File: src/hdl/sfb_pkg.sv
// sfb_pkg: shared types, constants and the crc-8 step for the frame builder
// no dependencies
package sfb_pkg;

  localparam int MaxSlots = 6;
  localparam int QDepth = 4;
  localparam logic [7:0] CrcPoly = 8'h8C;
  localparam logic [7:0] CrcInit = 8'h00;
  localparam logic signed [11:0] LowLimit = 12'sd160;
  localparam logic signed [11:0] HighLimit = 12'sd1600;

  typedef enum logic [1:0] {
    KindHeader = 2'd0,
    KindValue  = 2'd1,
    KindCrc    = 2'd2
  } byte_kind_t;

  typedef enum logic {
    CmdStart = 1'b0,
    CmdSlot  = 1'b1
  } cmd_t;

  // one queued job: a header or value byte, optionally followed by the crc byte
  typedef struct packed {
    logic [7:0] first_byte;
    byte_kind_t first_kind;
    logic       has_crc;
    logic [7:0] crc_byte;
  } job_t;

  // reflected crc-8, data fed lsb first
  function automatic logic [7:0] crc8_byte(input logic [7:0] crc_in, input logic [7:0] data);
    logic [7:0] c;
    logic [7:0] d;
    c = crc_in;
    d = data;
    for (int k = 0; k < 8; k++) begin
      if (c[0] ^ d[0]) begin
        c = (c >> 1) ^ CrcPoly;
      end else begin
        c = c >> 1;
      end
      d = d >> 1;
    end
    return c;
  endfunction

endpackage

File: src/hdl/sfb_front.sv
// sfb_front: takes requests, tracks the open frame, converts readings, updates the crc
// depends on sfb_pkg
module sfb_front (
  input  logic                clk,
  input  logic                rst_n,
  input  logic                cfg_we,
  input  logic [2:0]          cfg_sensor_count,
  input  logic                accept,
  input  logic                in_cmd,
  input  logic signed [11:0]  in_temp_sixteenths,
  input  logic                in_sample_valid,
  output logic                q_push,
  output sfb_pkg::job_t       q_job
);

  logic [2:0] count_r;
  logic [2:0] slot_r, slot_nxt;
  logic [2:0] len_r, len_nxt;
  logic [7:0] crc_r, crc_nxt;
  logic       open_r, open_nxt;

  logic [2:0] cnt_sat;
  logic [7:0] hdr_crc;
  logic [7:0] value;
  logic [7:0] val_crc;
  logic [11:0] diff;
  logic [2:0] slot_inc;
  logic       slot_last;

  always_comb begin
    cnt_sat = (32'(count_r) > sfb_pkg::MaxSlots) ? 3'(sfb_pkg::MaxSlots) : count_r;
    hdr_crc = sfb_pkg::crc8_byte(sfb_pkg::CrcInit, {5'd0, cnt_sat});
    diff = in_temp_sixteenths - sfb_pkg::LowLimit;
    if (in_sample_valid && in_temp_sixteenths > sfb_pkg::LowLimit
        && in_temp_sixteenths < sfb_pkg::HighLimit) begin
      value = diff[10:3];
    end else begin
      value = 8'd0;
    end
    val_crc = sfb_pkg::crc8_byte(crc_r, value);
    slot_inc = slot_r + 3'd1;
    slot_last = (slot_inc >= len_r);
  end

  always_comb begin
    slot_nxt = slot_r;
    len_nxt = len_r;
    crc_nxt = crc_r;
    open_nxt = open_r;
    q_push = 1'b0;
    q_job.first_byte = value;
    q_job.first_kind = sfb_pkg::KindValue;
    q_job.has_crc = slot_last;
    q_job.crc_byte = val_crc;
    if (accept) begin
      case (sfb_pkg::cmd_t'(in_cmd))
        sfb_pkg::CmdStart: begin
          len_nxt = cnt_sat;
          slot_nxt = 3'd0;
          crc_nxt = hdr_crc;
          open_nxt = (cnt_sat != 3'd0);
          q_push = 1'b1;
          q_job.first_byte = {5'd0, cnt_sat};
          q_job.first_kind = sfb_pkg::KindHeader;
          q_job.has_crc = (cnt_sat == 3'd0);
          q_job.crc_byte = hdr_crc;
        end
        sfb_pkg::CmdSlot: begin
          if (!open_r || slot_r >= len_r) begin
            open_nxt = 1'b0;
          end else begin
            q_push = 1'b1;
            crc_nxt = val_crc;
            slot_nxt = slot_inc;
            open_nxt = !slot_last;
          end
        end
        default: begin
          open_nxt = open_r;
        end
      endcase
    end
  end

  always_ff @(posedge clk) begin
    if (!rst_n) begin
      count_r <= 3'd0;
      slot_r <= 3'd0;
      len_r <= 3'd0;
      crc_r <= sfb_pkg::CrcInit;
      open_r <= 1'b0;
    end else begin
      if (cfg_we) begin
        count_r <= cfg_sensor_count;
      end
      slot_r <= slot_nxt;
      len_r <= len_nxt;
      crc_r <= crc_nxt;
      open_r <= open_nxt;
    end
  end

`ifndef SYNTHESIS
  a_open_slot_in_range: assert property (@(posedge clk) disable iff (!rst_n)
    open_r |-> (slot_r < len_r))
    else $error("open frame with slot index past its length");
  a_len_saturated: assert property (@(posedge clk) disable iff (!rst_n)
    32'(len_r) <= sfb_pkg::MaxSlots)
    else $error("frame length above slot limit");
`endif

endmodule

File: src/hdl/sfb_queue.sv
// sfb_queue: short job queue between the front and back parts
// depends on sfb_pkg
module sfb_queue #(
  parameter int Depth = sfb_pkg::QDepth
) (
  input  logic          clk,
  input  logic          rst_n,
  input  logic          push,
  input  sfb_pkg::job_t wr_job,
  input  logic          pop,
  output sfb_pkg::job_t rd_job,
  output logic          full,
  output logic          empty
);

  localparam int PtrW = (Depth > 1) ? $clog2(Depth) : 1;
  localparam int CntW = $clog2(Depth + 1);

  sfb_pkg::job_t jobs [Depth];
  logic [PtrW-1:0] wr_ptr_r, rd_ptr_r;
  logic [CntW-1:0] count_r;
  logic do_push, do_pop;

  assign full = (count_r == CntW'(Depth));
  assign empty = (count_r == '0);
  assign do_push = push && !full;
  assign do_pop = pop && !empty;
  assign rd_job = jobs[rd_ptr_r];

  always_ff @(posedge clk) begin
    if (do_push) begin
      jobs[wr_ptr_r] <= wr_job;
    end
  end

  always_ff @(posedge clk) begin
    if (!rst_n) begin
      wr_ptr_r <= '0;
      rd_ptr_r <= '0;
      count_r <= '0;
    end else begin
      if (do_push) begin
        wr_ptr_r <= (wr_ptr_r == PtrW'(Depth - 1)) ? '0 : wr_ptr_r + PtrW'(1);
      end
      if (do_pop) begin
        rd_ptr_r <= (rd_ptr_r == PtrW'(Depth - 1)) ? '0 : rd_ptr_r + PtrW'(1);
      end
      case ({do_push, do_pop})
        2'b10: count_r <= count_r + CntW'(1);
        2'b01: count_r <= count_r - CntW'(1);
        default: count_r <= count_r;
      endcase
    end
  end

`ifndef SYNTHESIS
  a_count_bound: assert property (@(posedge clk) disable iff (!rst_n)
    32'(count_r) <= Depth)
    else $error("queue count above depth");
`endif

endmodule

File: src/hdl/sfb_back.sv
// sfb_back: drains jobs and emits one or two frame bytes each through an output register
// depends on sfb_pkg
module sfb_back (
  input  logic          clk,
  input  logic          rst_n,
  input  sfb_pkg::job_t q_job,
  input  logic          q_empty,
  output logic          q_pop,
  input  logic          pop,
  output logic          empty,
  output logic [7:0]    out_frame_byte,
  output logic [1:0]    out_byte_kind,
  output logic          out_last_byte
);

  logic               valid_r;
  logic [7:0]         byte_r;
  sfb_pkg::byte_kind_t kind_r;
  logic               last_r;
  logic               pend_r;
  logic [7:0]         pend_crc_r;
  logic               slot_free;

  assign empty = !valid_r;
  assign out_frame_byte = byte_r;
  assign out_byte_kind = 2'(kind_r);
  assign out_last_byte = last_r;
  assign slot_free = !valid_r || pop;
  assign q_pop = slot_free && !pend_r && !q_empty;

  always_ff @(posedge clk) begin
    if (slot_free) begin
      if (pend_r) begin
        byte_r <= pend_crc_r;
        kind_r <= sfb_pkg::KindCrc;
        last_r <= 1'b1;
      end else if (!q_empty) begin
        byte_r <= q_job.first_byte;
        kind_r <= q_job.first_kind;
        last_r <= 1'b0;
        pend_crc_r <= q_job.crc_byte;
      end
    end
  end

  always_ff @(posedge clk) begin
    if (!rst_n) begin
      valid_r <= 1'b0;
      pend_r <= 1'b0;
    end else if (slot_free) begin
      if (pend_r) begin
        valid_r <= 1'b1;
        pend_r <= 1'b0;
      end else if (!q_empty) begin
        valid_r <= 1'b1;
        pend_r <= q_job.has_crc;
      end else begin
        valid_r <= 1'b0;
      end
    end
  end

`ifndef SYNTHESIS
  a_pend_needs_valid: assert property (@(posedge clk) disable iff (!rst_n)
    pend_r |-> valid_r)
    else $error("crc byte pending with no byte shown");
  a_last_is_crc: assert property (@(posedge clk) disable iff (!rst_n)
    (valid_r && last_r) |-> (kind_r == sfb_pkg::KindCrc))
    else $error("closing byte is not a crc byte");
  a_crc_after_pend: assert property (@(posedge clk) disable iff (!rst_n)
    (pend_r && pop) |=> (valid_r && last_r))
    else $error("pending crc byte not shown next");
`endif

endmodule

File: src/hdl/sensor_frame_builder_crc8.sv
// sensor_frame_builder_crc8: top level of the telemetry frame builder with crc-8
// depends on sfb_pkg, sfb_front, sfb_queue, sfb_back
//
//   channel  ports                                          handshake
//   input    in_cmd, in_temp_sixteenths, in_sample_valid    push / full
//   result   out_frame_byte, out_byte_kind, out_last_byte   empty / pop
//   config   cfg_sensor_count                               cfg_we
//
// a request is taken while push is high and full is low; its zero, one or two bytes
// leave the output register at one byte per cycle while pop is high, the crc byte last
// first byte of a request passes the job queue, then the output register
// the job queue holds four requests; full rises when it fills under a stalled pop
// reset is synchronous, no clearing pass
module sensor_frame_builder_crc8 (
  input  logic               clk,
  input  logic               rst_n,
  input  logic               cfg_we,
  input  logic [2:0]         cfg_sensor_count,
  input  logic               push,
  output logic               full,
  input  logic               in_cmd,
  input  logic signed [11:0] in_temp_sixteenths,
  input  logic               in_sample_valid,
  output logic               empty,
  input  logic               pop,
  output logic [7:0]         out_frame_byte,
  output logic [1:0]         out_byte_kind,
  output logic               out_last_byte
);

  logic          accept;
  logic          q_push;
  logic          q_pop;
  logic          q_empty;
  sfb_pkg::job_t wr_job;
  sfb_pkg::job_t rd_job;

  assign accept = push && !full;

  sfb_front u_front (
    .clk                (clk),
    .rst_n              (rst_n),
    .cfg_we             (cfg_we),
    .cfg_sensor_count   (cfg_sensor_count),
    .accept             (accept),
    .in_cmd             (in_cmd),
    .in_temp_sixteenths (in_temp_sixteenths),
    .in_sample_valid    (in_sample_valid),
    .q_push             (q_push),
    .q_job              (wr_job)
  );

  sfb_queue #(
    .Depth (sfb_pkg::QDepth)
  ) u_queue (
    .clk    (clk),
    .rst_n  (rst_n),
    .push   (q_push),
    .wr_job (wr_job),
    .pop    (q_pop),
    .rd_job (rd_job),
    .full   (full),
    .empty  (q_empty)
  );

  sfb_back u_back (
    .clk            (clk),
    .rst_n          (rst_n),
    .q_job          (rd_job),
    .q_empty        (q_empty),
    .q_pop          (q_pop),
    .pop            (pop),
    .empty          (empty),
    .out_frame_byte (out_frame_byte),
    .out_byte_kind  (out_byte_kind),
    .out_last_byte  (out_last_byte)
  );

endmodule

File: config.mk
export PLATFORM = sky130hd
export DESIGN_NAME = sensor_frame_builder_crc8
export DESIGN_NICKNAME = d
export VERILOG_FILES = /design/src/hdl/sfb_pkg.sv /design/src/hdl/sfb_front.sv /design/src/hdl/sfb_queue.sv /design/src/hdl/sfb_back.sv /design/src/hdl/sensor_frame_builder_crc8.sv
export SDC_FILE = /design/constraint.sdc
export NUM_CORES = 1
export LEC_CHECK = 0
export ABC_AREA = 0
export BUFFER_PORTS_ARGS = -buffer_cell sky130_fd_sc_hd__buf_4
export CAP_MARGIN = 20
export CORE_ASPECT_RATIO = 1.1
export CORE_MARGIN = 5
export CORE_UTILIZATION = 50
export DETAILED_ROUTE_END_ITERATION = 7
export GPL_TIMING_DRIVEN = 0
export HOLD_SLACK_MARGIN = 0.06
export PLACE_DENSITY = 0.8
export SETUP_SLACK_MARGIN = 0.2
export SKIP_CTS_REPAIR_TIMING = 1
export SYNTH_ARGS = -nofsm -noshare
export SYNTH_HDL_FRONTEND = slang
export SYNTH_SLANG_ARGS = --single-unit
File: constraint.sdc
create_clock -name clk -period 3.45 [get_ports clk]
set_input_delay 0.69 -clock clk [delete_from_list [all_inputs] [get_ports clk]]
set_output_delay 0.69 -clock clk [all_outputs]
set_load 0.005 [all_outputs]
# Word level (Yosys, flattened, before mapping)
# Memory sizes are Yosys's and may differ from the RTL's. A register that Yosys moved wholly into a read port is not among the register bits.
# Cells that the tools add are included.
# classes
addsub	6
n_lt_le_gt_ge	5
eq_ne	7
mux	44
n_bitwise	28
reduce_logical	23
# op_table
op	n
$mux 8	20
$not 2->3	15
$mux 19	2
$pmux 8 s2	1
$gt 12x9->1 const B	1
$lt 12x12->1 const B	1
$pmux 3 s2	2
$sub 11x9->11 const B	1
$mux 1	10
$mux 2	5
$xor 1x1->1	10
$logic_and 1x1->1	7
$add 3x1->3 const B	2
$eq 2x2->1 const B	3
$ge 3x3->1	2
$logic_not 1->1	6
$logic_not 3->1	2
$mux 3	2
$reduce_and 2->1	3
$add 2x1->2 const B	2
$ne 2x2->1 const B	2
$pmux 1 s2	2
$eq 3x3->1 const B	1
$gt 3x3->1 const B	1
other kinds (7)	10
# word_totals
register_bits	46
mem_bits_rw	76
output_inout_bits	13
word_cells	128
mem_count	1
# memory_table
memory	words	width	rd	rd_clocked_by_memory_dff	write_ports	line	text
u_queue.jobs	4	19	1	1	1	sfb_queue.sv:19	sfb_pkg::job_t jobs [Depth];

# Logic depth before layout (Yosys ltp)
# logic_depth
word_depth	22
mapped_depth	15
ltp_nobuf	13

# Modules after synthesis
# A second synthesis with hierarchy kept.
# hier_totals
cells_unflattened	392
hier_area_um2	5649.2
# by_module_without_submodules
mod	instances	cells_per_inst	area_per_inst_um2	seq_area_each_um2
sfb_queue	1	155	3279.4	2462.4
sfb_front	1	192	1541.5	360.3
sfb_back	1	44	814.5	610.6
sensor_frame_builder_crc8	1	1	13.8	0.0

# Least setup slack after synthesis
# OpenSTA, ideal clock, no wires.
# synth_timing
kind	register to register
from	register u_front.slot_r[0]
to	register u_queue.count_r[2]
arrival_ns	2.729
required_ns	3.379
setup_slack_ns	0.650
path_stages_with_launch	16
n_path_buf	2
period_less_slack_ns	2.800
cell_sequence	dfxtp_1 -> inv_1 -> ha_1 -> nand2b_1 -> a21o_1 -> a21boi_1 -> o21ba_2 -> buf_2 -> inv_2 -> buf_2 -> ha_1 -> inv_1 -> fa_1 -> xor2_1 -> or3_1 -> a21oi_1
# synth_between
elab_chain_len	8
# synth_lines
item	line	text
start: declaration	sfb_front.sv:17	logic [2:0] slot_r, slot_nxt;
start signal: assignment	sfb_front.sv:96	slot_r <= slot_nxt;
$ge 3x3->1 (*)	sfb_front.sv:69	if (!open_r || slot_r >= len_r) begin
$logic_or 1x1->1 (*)	sfb_front.sv:69	
$mux 1 (*)	sfb_front.sv:69	
$pmux 1 s2 (*)	sfb_front.sv:56	case (sfb_pkg::cmd_t'(in_cmd))
$mux 1 (*)	sfb_front.sv:55	if (accept) begin
$logic_and 1x1->1 (*)	sfb_queue.sv:26	assign do_push = push && !full;
$eq 2x1->1 / $eq 2x2->1 (equally long branches)	sfb_queue.sv:48	case ({do_push, do_pop})
$pmux 3 s2 / $reduce_bool 2->1 (equally long branches)	-	
end signal: assignment	sfb_queue.sv:49	2'b10: count_r <= count_r + CntW'(1);
end signal: assignment	sfb_queue.sv:50	2'b01: count_r <= count_r - CntW'(1);
end signal: assignment	sfb_queue.sv:51	default: count_r <= count_r;
end: declaration	sfb_queue.sv:21	logic [CntW-1:0] count_r;
# Mark *: on every way between the ends. The rest lies on a longest branch, timed or not.
# A chain may end at the register's enable or synchronous reset.

# Worst setup path after layout
# Ends and elaborated chain as after synthesis.

==> metrics.txt <==
status complete, no violations; R2R cell count 15; Die W 109.9 um; Seq/Total Area, Yosys 0.5979; final non-filler cell area 6494 um2; Hold EP u_queue.wr_ptr_r[1]$_SDFFE_PN0P_; fill cell count 820; residual DRC count 0; Critical Path AT 3.41 ns; top area cells in the synthesized netlist edfxtp_1 (49%), dfxtp_1 (11%), mux4_2 (7.4%); HPWL after detailed placement 7.473 mm; top_reg_cell synth edfxtp_1; leakage power total 2.361 nW; max_cap viols 0; Synth async-reset ratio 0; DR WL/cell 17.94 um; clock latency on the worst-skew pair 0.41 ns; TritonCTS buffer count 17; final WL 10.91 mm; largest fanout on the critical path 10; Die Span Y 119.9 um; Crit Path Category reg -> reg; slew of the pin with the lowest slew margin 1.038 ns; CTS tree built; via count 3344; largest net degree at the start of global routing 19; Worst R2R Setup Slack 0.37 ns; Hold Startpoint u_queue.wr_ptr_r[1]$_SDFFE_PN0P_; reg2reg end u_queue.count_r[2]$_SDFFE_PN0P_; RSZ-0062 raised after global routing false; setup ws final 0.3663 ns; ANT cells 0; area share of the largest cell type after synthesis 0.4921; Bufs on Longest Clock Path 2; ANT nets after route 0; Layout Skew 0.006358 ns; IO Port Bufs 32; Hold Vio Cnt, Final 0; initial antenna violation count 0; row cnt 40; Worst setup EP type flop; Worst R2R Start u_front.slot_r[0]$_SDFFE_PN0P_; Initial Util 0.5056; pins over their slew limit 0; full die area 13180 um2; register bit count reported by yosys 119; setup TNS 0 ns; power per standard cell area 727.2 nW/um2; Worst Setup SP u_front.slot_r[0]$_SDFFE_PN0P_; vias in the first global route 3539; Critical Path RT 3.78 ns; Vias per Instance 5.500; layout overhead on the synthesized area 18.25%; Clock transition at path regs 0.05 ns; Synthesized Nets 436; htree depth 4; remaining global-route overflow 0; layout net count 488; Gate Count Post-Synth 396; count of final setup violators 0; clk sinks 119; hold path depth 2; post-synthesis cell type count 54; number of I/O pins 35; Worst Setup Start Kind flop; YS warnings 0; Cell Area, Placed 5921 um2; Final GP Congestion 0.8526; max_slew headroom 0.3081; Place WS 0.3477 ns; Hold WC Path Type reg -> reg; core area 10860 um2; syn avg cell area 13.87 um2; number of DRC markers in iteration 0 254; area of the multi-input gates 2053 um2; overall power 4.722 mW; EDFF count, synth 90; register cell area after layout 3283 um2; Max Freq 0.3243 GHz; first-pass GRT wire length 17.68 mm; Tcrit/Tclk final 0.8938; final core utilization 0.5979; GRT Total Usage 0.1816; clock root cell clkbuf_16; final worst path period need 3.084 ns; leading area contributor after synthesis edfxtp_1; maximum VDD drop 0.3903 mV; layout cell share with drive strength beyond 1 0.2234; Pre-antenna DRT Iters 5; mapped cell area 5492 um2
==> layer usage <==
metal / share of wire / vias to the layer above / track usage
li1: - / 1578 / -
met1: 0.40 / 1655 / 0.2075
met4: 0.019 / 0 / 0.06859
met3: 0.049 / 18 / 0.05917
met2: 0.54 / 93 / 0.3122
met5: 0 / - / 0
==> per-stage QoR <==
| stage | hold WS [ns] | cells |
|---|---|---|
| 2_1_floorplan | 0.4612 | 396 |
| 3_3_place_gp | 0.4825 | 575 |
| 3_5_place_dp | 0.4961 | 576 |
| 4_1_cts | 0.5036 | 608 |
| 5_1_grt | 0.5220 | 608 |
| 6_report | 0.4985 | 608 |
==> area by class of cell <==
| cell class | count | share of cell area |
|---|---|---|
| buffer | 18 | 0.01387 |
| clock buffer | 20 | 0.06724 |
| clock inverter | 12 | 0.02062 |
| inverter | 18 | 0.01040 |
| multi-input combinational | 241 | 0.3162 |
| sequential | 119 | 0.5056 |
| tap | 147 | 0.02832 |
| timing repair buffer | 33 | 0.03776 |
==> state kept, by name (all words and copies together), names as in the netlist, named ones only <==
| name | count |
|---|---|
| u_queue.count_r | 3 |
| u_back.out_frame_byte | 8 |
| u_back.valid_r | 1 |
| u_front.count_r | 3 |
| u_queue.jobs | 72 |
| u_front.open_r | 1 |
| u_queue.wr_ptr_r | 2 |
| u_front.len_r | 3 |
| u_front.crc_r | 8 |
| u_front.slot_r | 3 |
| u_back.out_last_byte | 1 |
| u_queue.rd_ptr_r | 2 |
| u_back.pend_r | 1 |
| u_back.pend_crc_r | 8 |
| u_back.out_byte_kind | 1 |
==> cells in the mapped netlist, drive strengths merged (2+ instances only) <==
master and number:
a211oi 6, a21boi 2, a21o 4, a21oi 24, a22oi 2, and2 5, buf 10, clkbuf 8
dfxtp 29, edfxtp 90, ha 17, inv 18, mux2 8, mux2i 8, mux4 18, nand2 12
nand2b 6, nand3 3, nand3b 2, nor2 34, nor2b 4, nor3 7, nor3b 3, o2111ai 2
o21a 2, o21ai 13, o221ai 3, o22ai 4, or3 6, xnor2 20, xnor3 3, xor2 12
==> worst max-delay path: stages, from the launching register on <==
cell	delay, ns
dfxtp_1	0.36
inv_1	0.08
ha_1	0.29
nand2b_1	0.11
a21o_1	0.16
a21boi_1	0.08
o21ba_2	0.19
buf_2	0.17
inv_2	0.08
buf_4	0.17
ha_1	0.19
inv_1	0.07
fa_1	0.42
xor2_1	0.15
or3_1	0.31
a21oi_1	0.16
==> how the worst max path moves through the flow <==
| stage | to | slack, ns | cells after the start |
|---|---|---|---|
| after global placement | u_queue.count_r[2]$_SDFFE_PN0P_ | 0.44 | 15 |
| after detailed placement | u_queue.count_r[2]$_SDFFE_PN0P_ | 0.35 | 15 |
| final | u_queue.count_r[2]$_SDFFE_PN0P_ | 0.37 | 15 |
| after global routing | u_queue.count_r[2]$_SDFFE_PN0P_ | 0.20 | 15 |
| after CTS | u_queue.count_r[2]$_SDFFE_PN0P_ | 0.29 | 15 |
| after floorplan | u_queue.count_r[2]$_SDFFE_PN0P_ | 0.65 | 15 |
==> cell usage in the layout (no fill, tap or decap), types with 8 or more instances in the layout <==
cell       count
nand2_1       12
ha_1          17
clkbuf_16     17
xor2_1        11
mux2_2         8
nor2_1        34
xnor2_1       20
a21oi_1       24
inv_1         17
dfxtp_1       29
clkbuf_1      11
mux4_2        18
edfxtp_1      90
buf_4         34
==> logic make-up after synthesis <==
kind of cell	Yosys count	share of synthesized area
multiplexers	34	0.1055
buffers and inverters	36	0.02825
XOR/XNOR	35	0.06471
AO/OA/AOI/OAI	69	0.08408
adder cells (fa/ha/maj)	18	0.04238
AND/OR/NAND/NOR	85	0.07724
flip-flops	119	0.5979
==> where the power goes <==
part / switching (mW) / internal, mW
clock network: 0.581 / 1.12
logic: 0.564 / 0.508
registers: 0.0849 / 1.87
total: 1.23 / 3.49
Power figures use the tool's default switching activity.
